`src/rtl/core/fbpu_pkg.sv`:
```
// Shared types, constants and helpers for the framebuffer pixel unpacker.
`default_nettype none

package fbpu_pkg;

   // Palette geometry
   localparam int PALETTE_ENTRIES = 256;
   localparam int PAL_IDX_W       = 8;

   // Front-to-back job queue
   localparam int QUEUE_DEPTH = 4;
   localparam int QUEUE_PTR_W = 2;
   localparam int QUEUE_CNT_W = 3;

   // Configuration port
   localparam int CSR_INDEX_W = 2;
   localparam int CSR_DATA_W  = 13;

   localparam logic [CSR_INDEX_W-1:0] CSR_PIXEL_FORMAT = 2'd0;
   localparam logic [CSR_INDEX_W-1:0] CSR_FRAME_WIDTH  = 2'd1;
   localparam logic [CSR_INDEX_W-1:0] CSR_FRAME_HEIGHT = 2'd2;

   // Reset values of the registers
   localparam logic [CSR_DATA_W-1:0] FRAME_WIDTH_RESET  = 13'd640;
   localparam logic [CSR_DATA_W-1:0] FRAME_HEIGHT_RESET = 13'd480;

   localparam logic [7:0] ALPHA_OPAQUE = 8'hFF;

   typedef enum logic [1:0] {
      FMT_INDEXED8 = 2'd0,
      FMT_RGB565   = 2'd1,
      FMT_BGR24    = 2'd2,
      FMT_DIRECT32 = 2'd3
   } pixel_format_type;

   // Input item: surface byte or palette entry write
   typedef struct packed {
      logic        mode;
      logic [7:0]  surface_byte;
      logic [7:0]  palette_index;
      logic [31:0] palette_color;
   } req_word_type;

   localparam logic MODE_SURFACE   = 1'b0;
   localparam logic MODE_PAL_WRITE = 1'b1;

   // Result item
   typedef struct packed {
      logic [31:0] argb_pixel;
      logic        row_end;
      logic        frame_end;
   } rsp_word_type;

   // Work handed from the front to the back
   typedef enum logic [1:0] {
      JOB_DIRECT    = 2'd0,
      JOB_LOOKUP    = 2'd1,
      JOB_PAL_WRITE = 2'd2
   } job_kind_type;

   typedef struct packed {
      job_kind_type          kind;
      logic [31:0]           pixel;
      logic [PAL_IDX_W-1:0]  index;
      logic                  row_end;
      logic                  frame_end;
   } job_type;

   // Reset content of a palette entry: opaque gray ramp
   function automatic logic [31:0] gray_entry(input logic [PAL_IDX_W-1:0] idx);
      gray_entry = {ALPHA_OPAQUE, idx, idx, idx};
   endfunction

endpackage

`default_nettype wire

```
`src/rtl/core/fbpu_queue.sv`:
```
// Short FIFO of jobs between the front and the back.
`default_nettype none

module fbpu_queue (
   input  wire logic              clock,
   input  wire logic              reset,
   input  wire logic              push,
   input  wire fbpu_pkg::job_type push_job,
   input  wire logic              pop,
   output      logic              full,
   output      logic              empty,
   output      fbpu_pkg::job_type head
);

   fbpu_pkg::job_type entries_ff [fbpu_pkg::QUEUE_DEPTH];
   logic [fbpu_pkg::QUEUE_PTR_W-1:0] wr_ptr_ff, wr_ptr_in;
   logic [fbpu_pkg::QUEUE_PTR_W-1:0] rd_ptr_ff, rd_ptr_in;
   logic [fbpu_pkg::QUEUE_CNT_W-1:0] count_ff, count_in;

   assign full  = count_ff == fbpu_pkg::QUEUE_CNT_W'(fbpu_pkg::QUEUE_DEPTH);
   assign empty = count_ff == '0;
   assign head  = entries_ff[rd_ptr_ff];

   // Pointer and fill count update
   always_comb begin
      wr_ptr_in = push ? wr_ptr_ff + fbpu_pkg::QUEUE_PTR_W'(1) : wr_ptr_ff;
      rd_ptr_in = pop ? rd_ptr_ff + fbpu_pkg::QUEUE_PTR_W'(1) : rd_ptr_ff;
      count_in  = count_ff;
      if (push && !pop) begin
         count_in = count_ff + fbpu_pkg::QUEUE_CNT_W'(1);
      end else if (pop && !push) begin
         count_in = count_ff - fbpu_pkg::QUEUE_CNT_W'(1);
      end
   end

   always_ff @(posedge clock) begin
      if (reset) begin
         wr_ptr_ff <= '0;
         rd_ptr_ff <= '0;
         count_ff  <= '0;
      end else begin
         wr_ptr_ff <= wr_ptr_in;
         rd_ptr_ff <= rd_ptr_in;
         count_ff  <= count_in;
      end
   end

   // Entry storage
   always_ff @(posedge clock) begin
      if (push) begin
         entries_ff[wr_ptr_ff] <= push_job;
      end
   end

   a_no_overflow: assert property (@(posedge clock) disable iff (reset)
      !(push && full && !pop) && !(pop && empty))
      else $error("job queue overflow or underflow");

endmodule

`default_nettype wire

```
`config.mk`:
```
export PLATFORM = sky130hd
export DESIGN_NAME = fbpu_queue
export DESIGN_NICKNAME = d
export VERILOG_FILES = /design/src/rtl/core/fbpu_pkg.sv /design/src/rtl/core/fbpu_queue.sv
export SDC_FILE = /design/constraint.sdc
export NUM_CORES = 1
export LEC_CHECK = 0
export BUFFER_PORTS_ARGS = -buffer_cell sky130_fd_sc_hd__buf_4
export CORE_MARGIN = 3
export CORE_UTILIZATION = 57
export DETAILED_ROUTE_END_ITERATION = 8
export PLACE_DENSITY = 0.76
export SLEW_MARGIN = 20
export SYNTH_ARGS = -nofsm -noshare
export SYNTH_HDL_FRONTEND = slang
export SYNTH_SLANG_ARGS = --single-unit
```
`constraint.sdc`:
```
create_clock -name clock -period 3.3 [get_ports clock]
set_clock_uncertainty 0.1 [all_clocks]
set_input_delay 0.495 -clock clock [delete_from_list [all_inputs] [get_ports clock]]
set_output_delay 0.495 -clock clock [all_outputs]
set_load 0.02 [all_outputs]
```
**Yosys cells after proc, flatten, opt, wreduce, memory -nomap -nowiden**

Memories as Yosys holds them, arrays and structs flattened. A register that Yosys moved wholly into a read port is not among the register bits.
Cells that the tools add are included.

- Memory bits (read-only): 0
- Bits in latches: 0
- Memories: 1
- Logic and storage cells: 21
- Flip-flop bits (word level): 7
- RAM bits: 176

- Shifts and indexed selects: 0
- Reduce and logical (&&, ||, !) cells: 6
- Div/mod/pow operators: 0
- Add/sub/neg operators: 4
- Eq/ne operators: 1
- Bitwise logic cells: 0
- $lt $le $gt $ge: 0
- Muxes and demuxes: 6
- Multiply operators: 0

Memory list:

| name | words | width | read ports | clocked after memory_dff | wr ports | line | text |
|---|---|---|---|---|---|---|---|
| entries_ff | 4 | 44 | 1 | 1 | 1 | fbpu_queue.sv:15 | `fbpu_pkg::job_type entries_ff [fbpu_pkg::QUEUE_DEPTH];` |

Operator list:

| operator | number |
|---|---|
| two-way mux 3 bit | 2 |
| adder 2 x 1 -> 2 bit (second input constant) | 2 |
| two-way mux 2 bit | 2 |
| adder 3 x 1 -> 3 bit (second input constant) | 1 |
| equality test 3 bit (second input constant) | 1 |
| logical NOT 3 bit | 1 |
| subtractor 3 x 1 -> 3 bit (second input constant) | 1 |
| logical AND 1 bit | 2 |
| logical NOT 1 bit | 2 |
| two-way mux 1 bit | 2 |
| nonzero test 2 bit | 1 |

**Logic depth before layout (Yosys ltp)**

- Word-level depth: 4
- Gate-level depth with buffers: 7

**Worst setup path before layout**

No wires, ideal clock.

- Kind: flip-flop to flip-flop
- Start point: register wr_ptr_ff[0] (netlist name)
- End point: memory entries_ff[2][0] (netlist name) (enable)
- Stages on the path, launching flop included: 4
- Slack: 1.194 ns
- Setup time: 0.406 ns
- Arrival: 1.600 ns
- Path through: dfxtp_1 > inv_1 > ha_1 > and2_1

RTL lines:

| what | line | text |
|---|---|---|
| from (decl) | fbpu_queue.sv:16 | `logic [fbpu_pkg::QUEUE_PTR_W-1:0] wr_ptr_ff, wr_ptr_in;` |
| from (signal assigned) | fbpu_queue.sv:42 | `wr_ptr_ff <= wr_ptr_in;` |
| to (decl) | fbpu_queue.sv:15 |  |

Straight into the memory's write port.

==> metrics.txt <==
# TYPE chip_impl_metric gauge
chip_impl_metric{name="timing.final.hold_violations",unit=""} 0
chip_impl_metric{name="pwr-share-seq",unit=""} 0.499
chip_impl_metric{name="chipWidth",unit="um"} 116
chip_impl_metric{name="drc_errors",unit=""} 0
chip_impl_info{name="globalRoute.busiestLayer",value="met2"} 1
chip_impl_metric{name="synth_seq_area_share",unit=""} 0.799
chip_impl_metric{name="setup_ws",unit="ns"} 0.593
chip_impl_metric{name="floorplan.core_area",unit="um^2"} 11600
chip_impl_metric{name="htree_num_levels",unit=""} 4
chip_impl_metric{name="route.antenna.remaining_nets",unit=""} 0
chip_impl_metric{name="initial_core_util",unit=""} 0.591
chip_impl_metric{name="routed-via-count",unit=""} 3036
chip_impl_metric{name="yosys.cell_types.count",unit=""} 23
chip_impl_metric{name="synthesis.nets",unit=""} 328
chip_impl_metric{name="clk_pin_slew",unit="ns"} 0.06
chip_impl_metric{name="timing.hold.worst_path_depth",unit=""} 1
chip_impl_info{name="most_common_cell_after_layout_fill_and_taps_aside",value="edfxtp_1"} 1
chip_impl_metric{name="detailedRoute.firstIterationViolations",unit=""} 255
chip_impl_metric{name="wirelength",unit="mm"} 11.2
chip_impl_metric{name="worst_skew_pair.late_latency",unit="ns"} 0.42
chip_impl_metric{name="fp.dieH",unit="um"} 116
chip_impl_metric{name="timing.final.crit_period",unit="ns"} 2.71
chip_impl_metric{name="worst-endpoint-required",unit="ns"} 2.70
chip_impl_metric{name="grt_max_degree",unit=""} 35
chip_impl_info{name="crit_path_start_kind",value="flip-flop"} 1
chip_impl_metric{name="cap_violations",unit=""} 0
chip_impl_metric{name="postSynthCellCount",unit=""} 274
chip_impl_metric{name="area_growth_from_synthesis_to_final_layout",unit="%"} 21.7
chip_impl_metric{name="layout.core_utilization",unit=""} 0.719
chip_impl_metric{name="ffs_latches_synth",unit=""} 185
chip_impl_metric{name="rows",unit=""} 39
chip_impl_metric{name="detailedPlace.worstSlack",unit="ns"} 0.972
chip_impl_metric{name="finish.net_count",unit=""} 436
chip_impl_metric{name="grtUsageMet3",unit=""} 0.0679
chip_impl_metric{name="place.gp.congestion",unit=""} 0.673
chip_impl_metric{name="arrival",unit="ns"} 2.11
chip_impl_metric{name="worstMarginPinSlew",unit="ns"} 0.736
chip_impl_metric{name="power_leakage",unit="uW"} 0.00287
chip_impl_metric{name="sequential_cell_area",unit="um^2"} 5470
chip_impl_metric{name="mappedNetlistArea",unit="um^2"} 6840
chip_impl_metric{name="first_global_vias",unit=""} 3307
chip_impl_metric{name="r2r_cell_count",unit=""} 3
chip_impl_metric{name="grt_pass1_wl",unit="mm"} 17.5
chip_impl_metric{name="grt_util_met2",unit=""} 0.307
chip_impl_info{name="unrepaired_setup_endpoints_after_global_routing",value="no"} 1
chip_impl_metric{name="setup.reg_to_reg.worst_slack",unit="ns"} 1.37
chip_impl_metric{name="top_level_ports",unit=""} 94
chip_impl_info{name="clock-root-buffer",value="clkbuf_16"} 1
chip_impl_metric{name="vias_per_cell",unit=""} 5.65
chip_impl_metric{name="postSynthAreaPerCell",unit="um^2"} 25.0
chip_impl_metric{name="worst_ir_drop_vdd",unit="mV"} 0.422
chip_impl_metric{name="switching_share",unit=""} 0.205
chip_impl_metric{name="clkPwrFrac",unit=""} 0.392
chip_impl_metric{name="cell_internal_pwr",unit="uW"} 4390
chip_impl_metric{name="drt_pass1_iterations",unit=""} 4
chip_impl_info{name="most-common-layout-cells",value="edfxtp_1 (176), buf_4 (98), mux4_2 (40), clkbuf_16 (17)"} 1
chip_impl_metric{name="slew-limit-headroom",unit=""} 0.509
chip_impl_metric{name="power.combinational.fraction",unit=""} 0.109
chip_impl_metric{name="grt_residual_overflow",unit=""} 0
chip_impl_metric{name="io_buffers",unit=""} 93
chip_impl_metric{name="synthesis.yosys.warnings",unit=""} 0
chip_impl_metric{name="num_antenna_cells",unit=""} 0
chip_impl_metric{name="die_footprint",unit="um^2"} 13300
chip_impl_metric{name="groute.layer.met1.usage",unit=""} 0.228
chip_impl_metric{name="finalInstanceArea",unit="um^2"} 8320
chip_impl_metric{name="final_cycle_share",unit=""} 0.820
chip_impl_metric{name="cts-resized-gates",unit=""} 0
chip_impl_metric{name="post_cts.repair.setup_buffers",unit=""} 0
chip_impl_info{name="cp-end-kind",value="output pin"} 1
chip_impl_metric{name="multiInputGateArea",unit="um^2"} 1240
chip_impl_metric{name="setup_total_negative_slack",unit="ns"} 0
chip_impl_metric{name="critical_path.max_fanout",unit=""} 27
chip_impl_metric{name="antenna_found_initial",unit=""} 0
chip_impl_metric{name="cts_buffers",unit=""} 17
chip_impl_metric{name="detail_route.wl_per_cell",unit="um"} 20.9
chip_impl_metric{name="layout.filler_cells",unit=""} 688
chip_impl_metric{name="final_layout_size_suffix_gt1_frac",unit=""} 0.431
chip_impl_metric{name="clk_path_buf_depth",unit=""} 2
chip_impl_metric{name="place.detailed.hpwl",unit="mm"} 6.77
chip_impl_metric{name="cts_num_sinks",unit=""} 185
chip_impl_info{name="hold_path.class",value="in -> reg"} 1
chip_impl_metric{name="final_max_slew_viol_count",unit=""} 0
chip_impl_metric{name="power.density_cell_area",unit="nW/um^2"} 664
chip_impl_info{name="cts_tree",value="yes"} 1
chip_impl_metric{name="final-setup-viol-count",unit=""} 0
chip_impl_metric{name="total_switching_power",unit="uW"} 1130
chip_impl_metric{name="grt_util_all_layers",unit=""} 0.184
chip_impl_metric{name="postCtsHoldBufs",unit=""} 0
chip_impl_metric{name="fmax",unit="MHz"} 369
chip_impl_info{name="outcome",value="complete, no violations"} 1
chip_impl_metric{name="placed_cell_areas",unit="um^2"} 7680
chip_impl_info{name="crit_type",value="reg -> out"} 1
cells by family after synthesis:
group,synth area share
AO/OA/AOI/OAI,0.00146
adder cells (fa/ha/maj),0.0121
multiplexers,0.150
XOR/XNOR,0.00641
buffers and inverters,0.0198
flip-flops,0.799
AND/OR/NAND/NOR,0.0108
critical path, stage by stage, from the launching register on:
cell     delay [ns]
dfxtp_4        0.71
buf_12         0.26
mux4_2         0.54
buf_4          0.18
flip-flops by register name (all words and copies together), names as in the netlist, named ones only:
signal and count:
count_ff 3, entries_ff 176, rd_ptr_ff 2, wr_ptr_ff 2
path summary, 6_finish.rpt:
path,from,to
min,push_job[43],entries_ff[2][43]
min reg2reg,count_ff[2],count_ff[2]
max reg2reg,wr_ptr_ff[0],entries_ff[3][12]
max,flip-flop,head[31]
synth_stat cells:
cell        n  area share
nor3b_1     1      0.0011
clkbuf_1    1     0.00055
mux4_2     40        0.13
o21ai_0     1     0.00073
buf_12      4       0.012
or3_1       1     0.00092
inv_1       4      0.0022
mux4_1      4       0.015
buf_2       4      0.0029
dfxtp_1     9       0.026
edfxtp_1  176        0.77
fa_1        1      0.0029
nor2_1      7      0.0038
clkbuf_2    1     0.00073
nor3_1      1     0.00073
and2_1      4      0.0037
xnor2_1     2      0.0026
a21oi_1     1     0.00073
ha_1        5      0.0092
buf_6       1      0.0016
nand2_1     1     0.00055
xor2_1      3      0.0038
mux2i_1     2      0.0029
power groups by stage:
stage | sequential, uW | clock [uW] | combinational, uW
floorplan | 2770 | 0 | 395
global placement | 2800 | 0 | 601
detailed placement | 2810 | 0 | 612
CTS | 2760 | 2210 | 615
global route | 2770 | 2320 | 647
finish | 2750 | 2170 | 603
final cells by class:
| cell class | count | area share |
|---|---|---|
| Tap cell | 143 | 0.0215 |
| Timing Repair Buffer | 100 | 0.0933 |
| Clock inverter | 12 | 0.0245 |
| Clock buffer | 19 | 0.0520 |
| Sequential cell | 185 | 0.658 |
| Multi-Input combinational cell | 74 | 0.149 |
| Inverter | 4 | 0.00181 |
metal layers:
metal / share of wire / vias up
li1: - / 1365
met1: 0.40 / 1580
met2: 0.53 / 83
met3: 0.057 / 8
met4: 0.0087 / 0
met5: 0 / -
metrics by stage:
| stage | hold slack, ns | power, uW | std cells |
|---|---|---|---|
| floorplan | 0.366 | 3160 | 274 |
| global placement | 0.383 | 3400 | 506 |
| detailed placement | 0.406 | 3420 | 506 |
| CTS | 0.152 | 5580 | 537 |
| global route | 0.146 | 5730 | 537 |
| finish | 0.174 | 5520 | 537 |
No activity file was read; power rests on OpenSTA's default activity.
