[src/rtl/core/fbpu_pkg.sv]
// Shared types, constants and helpers for the framebuffer pixel unpacker.
`default_nettype none

package fbpu_pkg;

   // Palette geometry
   localparam int PALETTE_ENTRIES = 256;
   localparam int PAL_IDX_W       = 8;

   // Front-to-back job queue
   localparam int QUEUE_DEPTH = 4;
   localparam int QUEUE_PTR_W = 2;
   localparam int QUEUE_CNT_W = 3;

   // Configuration port
   localparam int CSR_INDEX_W = 2;
   localparam int CSR_DATA_W  = 13;

   localparam logic [CSR_INDEX_W-1:0] CSR_PIXEL_FORMAT = 2'd0;
   localparam logic [CSR_INDEX_W-1:0] CSR_FRAME_WIDTH  = 2'd1;
   localparam logic [CSR_INDEX_W-1:0] CSR_FRAME_HEIGHT = 2'd2;

   // Reset values of the registers
   localparam logic [CSR_DATA_W-1:0] FRAME_WIDTH_RESET  = 13'd640;
   localparam logic [CSR_DATA_W-1:0] FRAME_HEIGHT_RESET = 13'd480;

   localparam logic [7:0] ALPHA_OPAQUE = 8'hFF;

   typedef enum logic [1:0] {
      FMT_INDEXED8 = 2'd0,
      FMT_RGB565   = 2'd1,
      FMT_BGR24    = 2'd2,
      FMT_DIRECT32 = 2'd3
   } pixel_format_type;

   // Input item: surface byte or palette entry write
   typedef struct packed {
      logic        mode;
      logic [7:0]  surface_byte;
      logic [7:0]  palette_index;
      logic [31:0] palette_color;
   } req_word_type;

   localparam logic MODE_SURFACE   = 1'b0;
   localparam logic MODE_PAL_WRITE = 1'b1;

   // Result item
   typedef struct packed {
      logic [31:0] argb_pixel;
      logic        row_end;
      logic        frame_end;
   } rsp_word_type;

   // Work handed from the front to the back
   typedef enum logic [1:0] {
      JOB_DIRECT    = 2'd0,
      JOB_LOOKUP    = 2'd1,
      JOB_PAL_WRITE = 2'd2
   } job_kind_type;

   typedef struct packed {
      job_kind_type          kind;
      logic [31:0]           pixel;
      logic [PAL_IDX_W-1:0]  index;
      logic                  row_end;
      logic                  frame_end;
   } job_type;

   // Reset content of a palette entry: opaque gray ramp
   function automatic logic [31:0] gray_entry(input logic [PAL_IDX_W-1:0] idx);
      gray_entry = {ALPHA_OPAQUE, idx, idx, idx};
   endfunction

endpackage

`default_nettype wire

[src/rtl/core/fbpu_front.sv]
// Front end: register file, byte gathering, padding skip and raster counters.
`default_nettype none

module fbpu_front #(
   parameter int MAX_DIMENSION = 4096
) (
   input  wire logic                             clock,
   input  wire logic                             reset,
   input  wire logic                             req_valid,
   output      logic                             req_ready,
   input  wire fbpu_pkg::req_word_type           req_word,
   input  wire logic                             csr_valid,
   output      logic                             csr_ready,
   input  wire logic [fbpu_pkg::CSR_INDEX_W-1:0] csr_index,
   input  wire logic [fbpu_pkg::CSR_DATA_W-1:0]  csr_data,
   output      logic                             push_valid,
   output      fbpu_pkg::job_type                push_job,
   input  wire logic                             queue_full
);

   localparam int CNT_W = $clog2(MAX_DIMENSION);

   // Registers
   fbpu_pkg::pixel_format_type format_ff, format_in;
   logic [CNT_W-1:0] width_m1_ff, width_m1_in;
   logic [CNT_W-1:0] height_m1_ff, height_m1_in;

   // Stream state
   logic [23:0]      gather_ff, gather_in;
   logic [1:0]       pos_ff, pos_in;
   logic [CNT_W-1:0] column_ff, column_in;
   logic [CNT_W-1:0] row_ff, row_in;
   logic [1:0]       pad_ff, pad_in;

   logic             accept;
   logic             csr_fire;
   logic [1:0]       row_bytes_low;
   logic [31:0]      assembled;
   logic [15:0]      rgb565;
   logic [7:0]       in_byte;

   // Dimension minus one, with zero taken as one and saturation at the maximum
   function automatic logic [CNT_W-1:0] dim_m1(input logic [fbpu_pkg::CSR_DATA_W-1:0] v);
      if (v == '0) begin
         dim_m1 = '0;
      end else if (32'(v) > 32'(MAX_DIMENSION)) begin
         dim_m1 = CNT_W'(MAX_DIMENSION - 1);
      end else begin
         dim_m1 = CNT_W'(v - 13'd1);
      end
   endfunction

   // A register write holds off the input so no word is taken in that cycle
   assign req_ready = !queue_full && !csr_valid;
   assign csr_ready = 1'b1;
   assign accept    = req_valid && req_ready;
   assign csr_fire  = csr_valid && csr_ready;
   assign in_byte   = req_word.surface_byte;

   // Low bits of width * bytes per pixel set the row padding
   assign row_bytes_low = 2'((width_m1_ff[1:0] + 2'd1) * (2'(format_ff) + 2'd1));

   // Source pixel assembly, last byte on top
   assign rgb565 = {in_byte, gather_ff[7:0]};
   always_comb begin
      case (format_ff)
         fbpu_pkg::FMT_RGB565: begin
            assembled = {fbpu_pkg::ALPHA_OPAQUE,
                         rgb565[15:11], 3'b000,
                         rgb565[10:5], 2'b00,
                         rgb565[4:0], 3'b000};
         end
         fbpu_pkg::FMT_BGR24: begin
            assembled = {fbpu_pkg::ALPHA_OPAQUE, in_byte, gather_ff[15:0]};
         end
         fbpu_pkg::FMT_DIRECT32: begin
            assembled = {in_byte, gather_ff};
         end
         default: begin
            assembled = {24'd0, in_byte};
         end
      endcase
   end

   // Next state of registers and stream counters
   always_comb begin
      format_in    = format_ff;
      width_m1_in  = width_m1_ff;
      height_m1_in = height_m1_ff;
      gather_in    = gather_ff;
      pos_in       = pos_ff;
      column_in    = column_ff;
      row_in       = row_ff;
      pad_in       = pad_ff;
      push_valid   = 1'b0;
      push_job.kind      = fbpu_pkg::JOB_DIRECT;
      push_job.pixel     = assembled;
      push_job.index     = in_byte;
      push_job.row_end   = 1'b0;
      push_job.frame_end = 1'b0;

      if (csr_fire) begin
         case (csr_index)
            fbpu_pkg::CSR_PIXEL_FORMAT: begin
               format_in = fbpu_pkg::pixel_format_type'(csr_data[1:0]);
            end
            fbpu_pkg::CSR_FRAME_WIDTH: begin
               width_m1_in = dim_m1(csr_data);
            end
            fbpu_pkg::CSR_FRAME_HEIGHT: begin
               height_m1_in = dim_m1(csr_data);
            end
            default: begin
            end
         endcase
         // any known register restarts the frame
         if (csr_index == fbpu_pkg::CSR_PIXEL_FORMAT ||
             csr_index == fbpu_pkg::CSR_FRAME_WIDTH ||
             csr_index == fbpu_pkg::CSR_FRAME_HEIGHT) begin
            gather_in = '0;
            pos_in    = '0;
            column_in = '0;
            row_in    = '0;
            pad_in    = '0;
         end
      end else if (accept) begin
         if (req_word.mode == fbpu_pkg::MODE_PAL_WRITE) begin
            push_valid     = 1'b1;
            push_job.kind  = fbpu_pkg::JOB_PAL_WRITE;
            push_job.pixel = req_word.palette_color;
            push_job.index = req_word.palette_index;
         end else if (pad_ff != 2'd0) begin
            pad_in = pad_ff - 2'd1;
         end else if (pos_ff < 2'(format_ff)) begin
            // still gathering bytes of this pixel
            case (pos_ff)
               2'd0:    gather_in[7:0]   = in_byte;
               2'd1:    gather_in[15:8]  = in_byte;
               default: gather_in[23:16] = in_byte;
            endcase
            pos_in = pos_ff + 2'd1;
         end else begin
            push_valid = 1'b1;
            if (format_ff == fbpu_pkg::FMT_INDEXED8) begin
               push_job.kind = fbpu_pkg::JOB_LOOKUP;
            end
            gather_in = '0;
            pos_in    = '0;
            if (column_ff == width_m1_ff) begin
               push_job.row_end = 1'b1;
               column_in = '0;
               pad_in    = 2'(2'd0 - row_bytes_low);
               if (row_ff == height_m1_ff) begin
                  push_job.frame_end = 1'b1;
                  row_in = '0;
               end else begin
                  row_in = row_ff + CNT_W'(1);
               end
            end else begin
               column_in = column_ff + CNT_W'(1);
            end
         end
      end
   end

   always_ff @(posedge clock) begin
      if (reset) begin
         format_ff    <= fbpu_pkg::FMT_INDEXED8;
         width_m1_ff  <= dim_m1(fbpu_pkg::FRAME_WIDTH_RESET);
         height_m1_ff <= dim_m1(fbpu_pkg::FRAME_HEIGHT_RESET);
         gather_ff    <= '0;
         pos_ff       <= '0;
         column_ff    <= '0;
         row_ff       <= '0;
         pad_ff       <= '0;
      end else begin
         format_ff    <= format_in;
         width_m1_ff  <= width_m1_in;
         height_m1_ff <= height_m1_in;
         gather_ff    <= gather_in;
         pos_ff       <= pos_in;
         column_ff    <= column_in;
         row_ff       <= row_in;
         pad_ff       <= pad_in;
      end
   end

   // Counters stay inside the frame; gathering never passes the pixel size
   a_column_in_row: assert property (@(posedge clock) disable iff (reset)
      column_ff <= width_m1_ff && row_ff <= height_m1_ff)
      else $error("raster counter beyond frame size");
   a_pos_in_pixel: assert property (@(posedge clock) disable iff (reset)
      pos_ff <= 2'(format_ff))
      else $error("byte position beyond pixel size");

endmodule

`default_nettype wire

[config.mk]
export PLATFORM = sky130hd
export DESIGN_NAME = fbpu_front
export DESIGN_NICKNAME = d
export VERILOG_FILES = /design/src/rtl/core/fbpu_pkg.sv /design/src/rtl/core/fbpu_front.sv
export SDC_FILE = /design/constraint.sdc
export NUM_CORES = 1
export LEC_CHECK = 0
export CAP_MARGIN = 15
export CORE_ASPECT_RATIO = 1.2
export CORE_MARGIN = 2
export CORE_UTILIZATION = 50
export DETAILED_ROUTE_END_ITERATION = 8
export DONT_BUFFER_PORTS = 1
export PLACE_DENSITY = 0.68
export SYNTH_ARGS = -nofsm -noshare
export SYNTH_HDL_FRONTEND = slang
export SYNTH_SLANG_ARGS = --single-unit
[constraint.sdc]
create_clock -name clock -period 2 [get_ports clock]
set_input_delay 0.1 -clock clock [delete_from_list [all_inputs] [get_ports clock]]
set_output_delay 0.1 -clock clock [all_outputs]
set_load 0.01 [all_outputs]
-- Word level (Yosys, flattened, before mapping)
Index checks and enable logic that the tools add are counted.
- mux-type cells: 55
- $mul: 1
- shift-type cells: 0
- add/subtract/negate cells: 8
- bitwise operators: 0
- magnitude comparators: 2
- equality and inequality tests: 16
- div/mod/pow operators: 0
- reduce and logical (&&, ||, !) cells: 25
- operator list (kind ; number):
    $mux W12 ; 16
    $mux W24 ; 6
    $pmux W32 S3 ; 1
    $mux W44 ; 2
    $mux W40 ; 1
    $mux W2 ; 17
    $reduce_and A5 Y1 ; 5
    $add A12 B1 Y12 const B ; 2
    $eq A12 B12 Y1 ; 2
    $mux W8 ; 3
    $gt A13 B13 Y1 const B ; 1
    $logic_not A13 Y1 ; 1
    $sub A12 B1 Y12 const B ; 1
    $mux W1 ; 9
    $add A2 B1 Y2 const B ; 3
    $eq A2 B1 Y1 const B ; 3
    $eq A2 B2 Y1 const B ; 3
    $logic_not A2 Y1 ; 3
    $ne A3 B2 Y1 const B ; 2
    $ne A3 B3 Y1 const B ; 2
    $reduce_and A2 Y1 ; 3
    $reduce_and A6 Y1 ; 1
    $reduce_bool A2 Y1 ; 3
    $ne A2 B1 Y1 const B ; 2
    other kinds (11) ; 15
- memories kept: 0
- RAM bits: 0
- output and inout port bits: 47
- bits in latches: 0
- bits in read-only memories: 0
- register bits: 78

-- Logic depth before layout (Yosys ltp)
Gate-level depths: netlist (run 1).
- word-level depth: 9
- depth in mapped cells: 9
- mapped depth without buffers: 8

-- Least setup slack after synthesis (run 1)
No wires, ideal clock.
- path kind: input to register
- start point: input csr_data[7] (netlist name)
- end point: register width_m1_ff[6]
- stages on the path: 6
- path slack: -14 ps
- library setup time: 122 ps
- arrival time: 1892 ps
- path buffers: 1
- cell sequence: or4_4 > or3_1 > buf_6 > nor4_4 > nor2_1 > a221o_1
- cells in the longest elaborated chain, start to end: 3
- RTL lines (item ; line ; source):
    from (decl) ; fbpu_front.sv:15 ; input wire logic [fbpu_pkg::CSR_DATA_W-1:0] csr_data,
    $gt A13 B13 Y1 ; fbpu_front.sv:46 ; end else if (32'(v) > 32'(MAX_DIMENSION)) begin
    $mux W12 ; fbpu_front.sv:46 ;
    $mux W12 (*) ; fbpu_front.sv:44 ; if (v == '0) begin
    to (signal assigned) ; fbpu_front.sv:169 ; width_m1_ff <= dim_m1(fbpu_pkg::FRAME_WIDTH_RESET);
    to (signal assigned) ; fbpu_front.sv:178 ; width_m1_ff <= width_m1_in;
    to (decl) ; fbpu_front.sv:25 ; logic [CNT_W-1:0] width_m1_ff, width_m1_in;
Mark *: on every way between the ends. The rest lies on a longest branch, timed or not.
A chain may end at the register's enable or synchronous reset.

==> results.cfg, run 1 <==
[synthesis]
synth_enable_flop_cells = 0
syn-num-nets = 702
yosys.area_share.simple_pct = 24.55
synth_area_leaders = dfxtp_1 (33%), nor2_1 (8.0%), xnor2_1 (7.3%)
syn_area_um2 = 4683
synth-seq-cells = 78
synth_top_area_share_pct = 33.34
synth-xor-area-share_pct = 8.042
synth-compound-area-share_pct = 24.77
synthFlopType = dfxtp_1
synth_area_leader_cell = dfxtp_1
ys_warn_count = 0
synth.avg_cell_area_um2 = 7.541
synth_top_family_by_area = compound AO/OA/AOI/OAI gates
synthTopCellsByCount = nor2_1 (100), nand2_1 (79), dfxtp_1 (78), xnor2_1 (39)
synth-async-reset-ratio_pct = 0
yosysUniqueCellTypes = 54
synth_seq_area_share_pct = 33.34
synth_mux_area_share_pct = 1.282
yosysMostFrequentCell = nor2_1
yosys.area_share.adder_pct = 3.206
synthCells = 621

[critical_path]
r2r_cells = 7
cp.required_ns = 1.90
rr_startpoint = row_ff[10]
crit_type = flip-flop to primary output
setup.worst_path.end = push_job[12]
startpoint_type = flip-flop
slowest_stage = dfxtp_4
path_depth = 9
worst_path_largest_cell_delay_ns = 0.36
crit_family = buffers and inverters
rrSetupSlack_ns = 0.06
worstPathArrival_ns = 1.89
crit_chain = buf_12 -> ha_4 -> or2_4 -> buf_6 -> nand2_1 -> nor2_1 -> a21oi_1 -> o21ai_1 -> buf_4
rr_endpoint = row_ff[10]
worst-path-buf-inv = 3
cp-end-kind = primary output
crit_fanout = 8
crit_start = format_ff[0]

[cts]
clk_latency_ns = 0.36
root_buffer = clkbuf_8
htreeDepth = 3
cts_tree = yes
clk_path_buf_depth = 2
cts_sinks = 78
clkSlewWorstSetupHoldPaths_ns = 0.08
cts_made_buffers = 9

[global_route]
grt_max_degree = 59
antenna_found_initial = 0
grtUsageTotal_pct = 27.02
grt_pass1_vias = 4336
grt_pass1_wl_um = 21410
overflow = 0

[layout]
fin_cells = 785
fillers = 770
drive_gt1_share_pct = 18.65
diodes = 0
num-nets-final = 741
syn2layout_area_growth_pct = 21.80

[placement]
port_buffers = 0
dp_hpwl_um = 9577
gp_congestion = 0.8836
post-place-ws_ns = -0.05850
numPlacedInstances = 749

[drt]
wl_per_cell_um = 17.58
routed_wl_um = 13800
postRouteAntennaNets = 0
firstDrtPassIters = 5
via_per_inst = 5.975
drcViolationCount = 0
dr_total_vias = 4690
drtIter0Drc = 239

[power]
sw_frac_of_total_pct = 24.82
ir_worst_vdd_mv = 0.3353
p_clk_share_pct = 41.1
comb_power_share_pct = 13.9
p_seq_share_pct = 45.0
p_sw_mw = 0.8871
pwr_density_cell_nw_per_um2 = 626.5
p_leak_nw = 2.093
p_int_mw = 2.687

[sta]
fin_crit_sh_pct = 99.55
slew_violations = 0
setup_viol = 0
fin_setup_tns_ns = 0
hold_viol = 0
max_slew_margin_pct = 53.80
fin_crit_ns = 1.991
max_freq_ghz = 0.5023
finClkSkew_ns = 0.006583
tightest_slew_ns = 0.6931
timing.final.ws_setup_ns = 0.009058
rsz0062_at_grt = yes

[worst_hold_path]
worst_hold_path_type = input pin to flip-flop

[run]
maxCapViolCount = 0

[floorplanning]
initial_core_util_pct = 51.57
rows = 38
io_pins = 116
coreArea_um2 = 9081
die_width_um = 92.35
design.die.area_um2 = 10160
dieHeight_um = 110.0

[status]
status = finished clean
## repair_timing
action	4_1_cts	5_1_grt
hold buffers	12	0
pin swaps	2	14
resized for setup	30	31
setup endpoints to repair	33	46
endpoints found under the hold margin	56	0
buffers inserted	4	4
cloned	0	0
## power groups by stage
| stage | logic, mW | registers (mW) | clock network (mW) |
|---|---|---|---|
| 6_report | 0.498 | 1.61 | 1.47 |
| 5_1_grt | 0.542 | 1.61 | 1.56 |
| 4_1_cts | 0.473 | 1.61 | 1.49 |
| 3_5_place_dp | 0.399 | 1.64 | 0 |
| 3_3_place_gp | 0.391 | 1.64 | 0 |
| 2_1_floorplan | 0.309 | 1.63 | 0 |
## layer usage
| layer | track usage, % | part of all wire, % |
|---|---|---|
| met4 | 11.30 | 3.0 |
| met3 | 6.594 | 6.2 |
| met5 | 0 | 0 |
| met1 | 29.52 | 40 |
| met2 | 50.00 | 51 |
## cells in the final DEF, fill, tap and decap left out, drive strengths merged, types with 5 or more instances in the layout
master	n
nor2	101
nand2	79
dfxtp	78
buf	60
xnor2	39
o21ai	37
a21oi	35
a22oi	25
a32oi	24
o31ai	21
nor3	17
nand3	13
inv	13
clkbuf	13
ha	12
nand4	11
dlygate4sd3	11
nor2b	7
mux2i	6
a221o	5
o21a	5
## stage by stage
stage	total power, mW	area [µm²]	util (%)	hold slack (ns)
after floorplan	1.944	4683	-	0.2386
after global placement	2.034	5044	55.54	0.1828
after detailed placement	2.043	5044	55.54	0.1825
after CTS	3.571	5565	61.28	0.01892
after global routing	3.711	5704	62.81	0.05465
final	3.574	5704	62.81	0.03677
## area by class of cell
class / instances / area, µm² / area share [%]
repair buffers: 71 / 596.8 / 10.46
clock inverters: 3 / 90.09 / 1.579
multi-input cells: 487 / 3078 / 53.96
flip-flops and latches: 78 / 1582 / 27.73
well taps: 120 / 150.1 / 2.632
clock buffers: 13 / 158.9 / 2.786
inverters: 13 / 48.80 / 0.8555
## kinds of logic (layout without fill, tap and decap cells)
group / after synthesis / after routing
buffers and inverters: 56 / 100
AO/OA/AOI/OAI: 170 / 170
multiplexers: 6 / 6
adder cells (fa/ha/maj): 12 / 12
flip-flops: 78 / 78
XOR/XNOR: 43 / 43
AND/OR/NAND/NOR: 255 / 255
other: 1 / 1
## flip-flops by register name, summed over array words and instances (netlist names)
name and flops:
gather_ff 24, column_ff 12, height_m1_ff 12, row_ff 12, width_m1_ff 12, format_ff 2
pad_ff 2, pos_ff 2
## worst min-delay path: stages
cell     delay, ns
xnor2_1       0.05
nand2_1       0.09
a221o_1       0.13
## how the worst min path moves through the flow
stage / from / end / cells after the start / slack, ns
after global routing: csr_data[7] / height_m1_ff[7] / 3 / 0.05
after global placement: reset / gather_ff[1] / 1 / 0.18
after CTS: csr_index[0] / format_ff[0] / 3 / 0.02
after floorplan: csr_data[0] / format_ff[0] / 2 / 0.24
after detailed placement: reset / gather_ff[4] / 1 / 0.18
final: csr_data[7] / height_m1_ff[7] / 3 / 0.04
(Power assumes the default switching activity.)
==> run 2: changes to the inputs <==
Settings changed: CORE_UTILIZATION 50 to 45, PLACE_DENSITY 0.68 to not set, PLACE_DENSITY_LB_ADDON set to 0.3.
==> results.cfg, run 2 (synthesis gave the netlist of run 1 again) <==
[worst_hold_path]
worst_hold_path_type = input pin to flip-flop

[cts]
clk_path_buf_depth = 2
root_buffer = clkbuf_16
clkSlewWorstSetupHoldPaths_ns = 0.06
cts_tree = yes
cts_sinks = 78
cts_made_buffers = 9
htreeDepth = 3
clk_latency_ns = 0.34

[drt]
drtIter0Drc = 266
firstDrtPassIters = 4
routed.top_layer = met4
via_per_inst = 5.859
routed_wl_um = 13770
wl_met1_um = 5178
route.met3.wl_um = 1088
wl_per_cell_um = 17.30
route.met2.wl_um = 6992
postRouteAntennaNets = 0
drcViolationCount = 0
dr_total_vias = 4664

[power]
p_leak_nw = 2.110
ir_worst_vdd_mv = 0.5148
comb_power_share_pct = 13.2
p_int_mw = 2.776
p_seq_share_pct = 43.5
p_sw_mw = 0.9225
sw_frac_of_total_pct = 24.95
p_clk_share_pct = 43.3
pwr_density_cell_nw_per_um2 = 643.9

[critical_path]
cp.required_ns = 1.90
crit_start = format_ff[1]
rr_endpoint = row_ff[10]
rr_startpoint = row_ff[7]
r2r_cells = 7
rrSetupSlack_ns = 0.10
startpoint_type = flip-flop
worst_path_largest_cell_delay_ns = 0.34
worstPathArrival_ns = 1.85
setup.worst_path.end = push_job[25]
cp-end-kind = primary output
crit_fanout = 6
crit_type = flip-flop to primary output
cp_common_cell = buf_6
crit_chain = buf_6 -> ha_4 -> or2_4 -> buf_6 -> a22oi_1 -> o31ai_1 -> buf_4
slowest_stage = dfxtp_4

[global_route]
antenna_found_initial = 2
overflow = 0
grt_pass1_vias = 4269
grt_pass1_wl_um = 21330
grtUsageTotal_pct = 23.95
grt_max_degree = 57

[sta]
tightest_slew_ns = 0.6678
rsz0062_at_grt = yes
holdWs_ns = 0.01136
fin_crit_sh_pct = 97.61
setup_viol = 0
timing.final.ws_setup_ns = 0.04786
fin_crit_ns = 1.952
max_freq_ghz = 0.5123
hold_viol = 0
finClkSkew_ns = 0.004045
max_slew_margin_pct = 55.38
slew_violations = 0

[layout]
num-nets-final = 745
syn2layout_area_growth_pct = 22.63
largest_reg_flops = 24
drive_gt1_share_pct = 18.26
final_common_cell = nor2_1
regMostFlops = gather_ff
final_cell_mix = nor2_1 (96), nand2_1 (77), dfxtp_1 (64)

[placement]
port_buffers = 0
post-place-ws_ns = -0.08823
dp_hpwl_um = 9823
gp_congestion = 0.8445

[floorplanning]
initial_core_util_pct = 46.55
design.die.area_um2 = 11240
io_pins = 116
dieHeight_um = 115.8
coreArea_um2 = 10060
die_width_um = 97.13
rows = 40

[run]
maxCapViolCount = 0

[status]
status = finished clean
## run 2: changes by cell type in the layout (fill, tap and decap cells not counted), moves of 3 or more
cell       delta
a22oi_2       +3
a22oi_1       -3
o31ai_2       -3
o31ai_1       +3
clkbuf_16     +9
clkbuf_8     -10
buf_4         +3
## run 2: how the worst min path moves through the flow
stage	end	slack, ns	cells past startpoint	start
finish	pad_ff[0]	0.01	3	csr_valid
global route	pad_ff[0]	0.03	3	csr_valid
CTS	pad_ff[0]	0.005	3	csr_valid
detailed placement	height_m1_ff[9]	0.18	1	reset
global placement	height_m1_ff[9]	0.18	1	reset
floorplan	format_ff[0]	0.24	2	csr_data[0]
## run 2: metal layers
| layer | global-route usage [%] | up-vias |
|---|---|---|
| li1 | - | 2293 |
| met1 | 24.35 | 2150 |
| met2 | 44.86 | 184 |
| met3 | 7.298 | 37 |
| met4 | 10.70 | 0 |
| met5 | 4.701 | - |
## run 2: worst max-delay path, delay by kind of cell (launching register included)
kind                     cells  cell delay (ns)
AND/OR/NAND/NOR              1             0.29
adder cells (fa/ha/maj)      1             0.16
AO/OA/AOI/OAI                2             0.27
flip-flops                   1             0.34
buffers and inverters        3             0.43
## run 2: layout make-up
type | count | area, µm²
fillers | 925 | 4317
multi-input cells | 488 | 3042
flip-flops and latches | 78 | 1584
repair buffers | 74 | 613.1
clock buffers | 11 | 242.7
well taps | 126 | 157.7
inverters | 13 | 51.30
clock inverters | 4 | 47.55
diodes | 2 | 5.005
## run 2: per-stage QoR
step / TNS [ns] / util, % / cells / cell area, µm² / power [mW]
3_3_place_gp: -0.01189 / 50.73 / 762 / 5104 / 2.039
6_report: 0 / 57.09 / 796 / 5743 / 3.698
4_1_cts: -0.008951 / 55.67 / 792 / 5600 / 3.700
3_5_place_dp: -0.1733 / 50.73 / 762 / 5104 / 2.049
5_1_grt: -0.07685 / 57.09 / 796 / 5743 / 3.828
2_1_floorplan: -0.01438 / - / 621 / 4683 / 1.944
## run 2: power by group through the flow
stage,Sequential [mW],Combinational (mW),Clock [mW]
after floorplan,1.63,0.309,0
after global placement,1.64,0.396,0
after detailed placement,1.64,0.405,0
after CTS,1.61,0.467,1.62
after global routing,1.61,0.532,1.68
final,1.61,0.488,1.60
## run 2: timing repair
action | 4_1_cts | 5_1_grt
hold endpoints to repair | 56 | 0
cloned | 1 | 0
pin swaps | 3 | 3
hold buffers | 13 | 0
setup buffers | 1 | 2
gates resized for setup | 19 | 37
endpoints found under the setup margin | 26 | 46
==> run 3: changes to the inputs <==
Clock period 2 ns to 1.86 ns, I/O delays scaled along.
==> results.cfg, run 3 (synthesis gave the netlist of run 1 again) <==
[layout]
final_core_util_pct = 62.99
seqCellArea_um2 = 1615
drive_gt1_share_pct = 31.38
num-nets-final = 774
final_cell_mix = nor2_1 (94), buf_4 (78), nand2_1 (77)
largest_reg_flops = 24
final_common_cell = nor2_1
fillers = 849
regMostFlops = gather_ff
multi_input_area_um2 = 3288
syn2layout_area_growth_pct = 35.29

[critical_path]
rr_startpoint = width_m1_ff[4]
crit_type = flip-flop to flip-flop
rr_endpoint = row_ff[9]
r2r_cells = 7
worst_path_largest_cell_delay_ns = 0.45
crit_chain = xnor2_1 -> nand4_1 -> nor3_2 -> buf_4 -> nand4_1 -> or3_1 -> o211ai_1
crit_start = width_m1_ff[4]
setup.worst_path.end = row_ff[9]
cp_common_cell = nand4_1
slowest_stage = or3_1
worstPathArrival_ns = 2.24
cp.required_ns = 2.12
crit_fanout = 4
startpoint_type = flip-flop
rrSetupSlack_ns = -0.12
cp-end-kind = flip-flop

[power]
p_leak_nw = 2.377
p_seq_share_pct = 42.0
ir_worst_vdd_mv = 0.4775
p_clk_share_pct = 43.5
p_sw_mw = 1.102
comb_power_share_pct = 14.5
sw_frac_of_total_pct = 26.71
pwr_density_cell_nw_per_um2 = 651.0
p_int_mw = 3.023
totalPowerFinal_mw = 4.125

[global_route]
use_met1_pct = 25.55
antenna_found_initial = 1
grt_max_degree = 59
grt_pass1_wl_um = 22650
overflow = 0
grtUsageTotal_pct = 25.29
met2_usage_pct = 47.08
busiest_layer = met2
use_met3_pct = 6.393
grt_pass1_vias = 4686

[cts]
root_buffer = clkbuf_16
clk_path_buf_depth = 2
cts_made_buffers = 9
clkSlewWorstSetupHoldPaths_ns = 0.06
cts_tree = yes
clk_latency_ns = 0.34
cts_sinks = 78
htreeDepth = 3

[status]
violations = setup timing
status = finished with violations

[sta]
finClkSkew_ns = 0.005482
fin_crit_sh_pct = 106.6
rsz0062_at_grt = yes
max_freq_ghz = 0.5045
fin_crit_ns = 1.982
max_slew_margin_pct = 60.90
timing.final.ws_setup_ns = -0.1223
slew_violations = 0
hold_viol = 0
fin_setup_tns_ns = -0.4195
setup_viol = 13
tightest_slew_ns = 0.5853

[floorplanning]
io_pins = 116
dieHeight_um = 115.8
die_width_um = 97.13
initial_core_util_pct = 46.55
design.die.area_um2 = 11240
rows = 40
coreArea_um2 = 10060

[drt]
drtIter0Drc = 202
drcViolationCount = 0
via_per_inst = 5.996
postRouteAntennaNets = 0
routed_wl_um = 14720
firstDrtPassIters = 5
wl_per_cell_um = 17.84
dr_total_vias = 4947

[placement]
dp_hpwl_um = 10050
port_buffers = 0
gp_congestion = 0.8578
post-place-ws_ns = -0.2555

[worst_hold_path]
worst_hold_path_type = input pin to flip-flop

[run]
maxCapViolCount = 0
## run 3: worst min path at each step
stage	depth (start not counted)	start	endpoint
2_1_floorplan	2	csr_data[0]	format_ff[0]
3_3_place_gp	1	reset	pad_ff[1]
3_5_place_dp	1	reset	gather_ff[21]
4_1_cts	2	csr_data[0]	width_m1_ff[0]
5_1_grt	2	csr_data[0]	width_m1_ff[0]
6_report	2	csr_data[0]	width_m1_ff[0]
## run 3: metal layers
layer	vias up	share of wire (%)
met4	0	6.0
met2	217	50
met5	-	0
met3	61	6.5
met1	2312	37
li1	2357	-
## run 3: area by class of cell
cell class / instances / area share (%)
diodes: 1 / 0.03949
clock buffers: 9 / 3.555
clock inverters: 7 / 1.264
inverters: 13 / 0.7701
multi-input cells: 488 / 51.90
flip-flops and latches: 78 / 25.49
well taps: 126 / 2.488
repair buffers: 103 / 14.49
## run 3: through the flow
step	hold WS (ns)	std cells	cell area [µm²]
5_1_grt	0.01853	824	6334
2_1_floorplan	0.2316	621	4725
3_5_place_dp	0.1780	781	5319
3_3_place_gp	0.1731	781	5319
6_report	0.01607	825	6336
4_1_cts	0.01397	819	6088
## run 3: worst max-delay path, delay by kind of cell, from the launching register on
family          cells  cell delay, ns
compound gates      1            0.08
xor+xnor            1            0.21
flops               1            0.32
simple gates        4            1.11
buf+inv             1            0.18
## run 3: power groups by stage
| stage | combinational [mW] | clock [mW] | sequential, mW |
|---|---|---|---|
| 2_1_floorplan | 0.338 | 0 | 1.76 |
| 3_3_place_gp | 0.443 | 0 | 1.77 |
| 3_5_place_dp | 0.453 | 0 | 1.77 |
| 4_1_cts | 0.558 | 1.81 | 1.73 |
| 5_1_grt | 0.643 | 1.88 | 1.74 |
| 6_report | 0.597 | 1.79 | 1.73 |
## run 3: timing repair
item	in CTS	in global routing
gates cloned	3	1
endpoints found under the hold margin	56	0
setup endpoints to repair	64	70
hold buffers	12	0
pin swaps	23	25
setup buffers	7	4
resized for setup	74	56
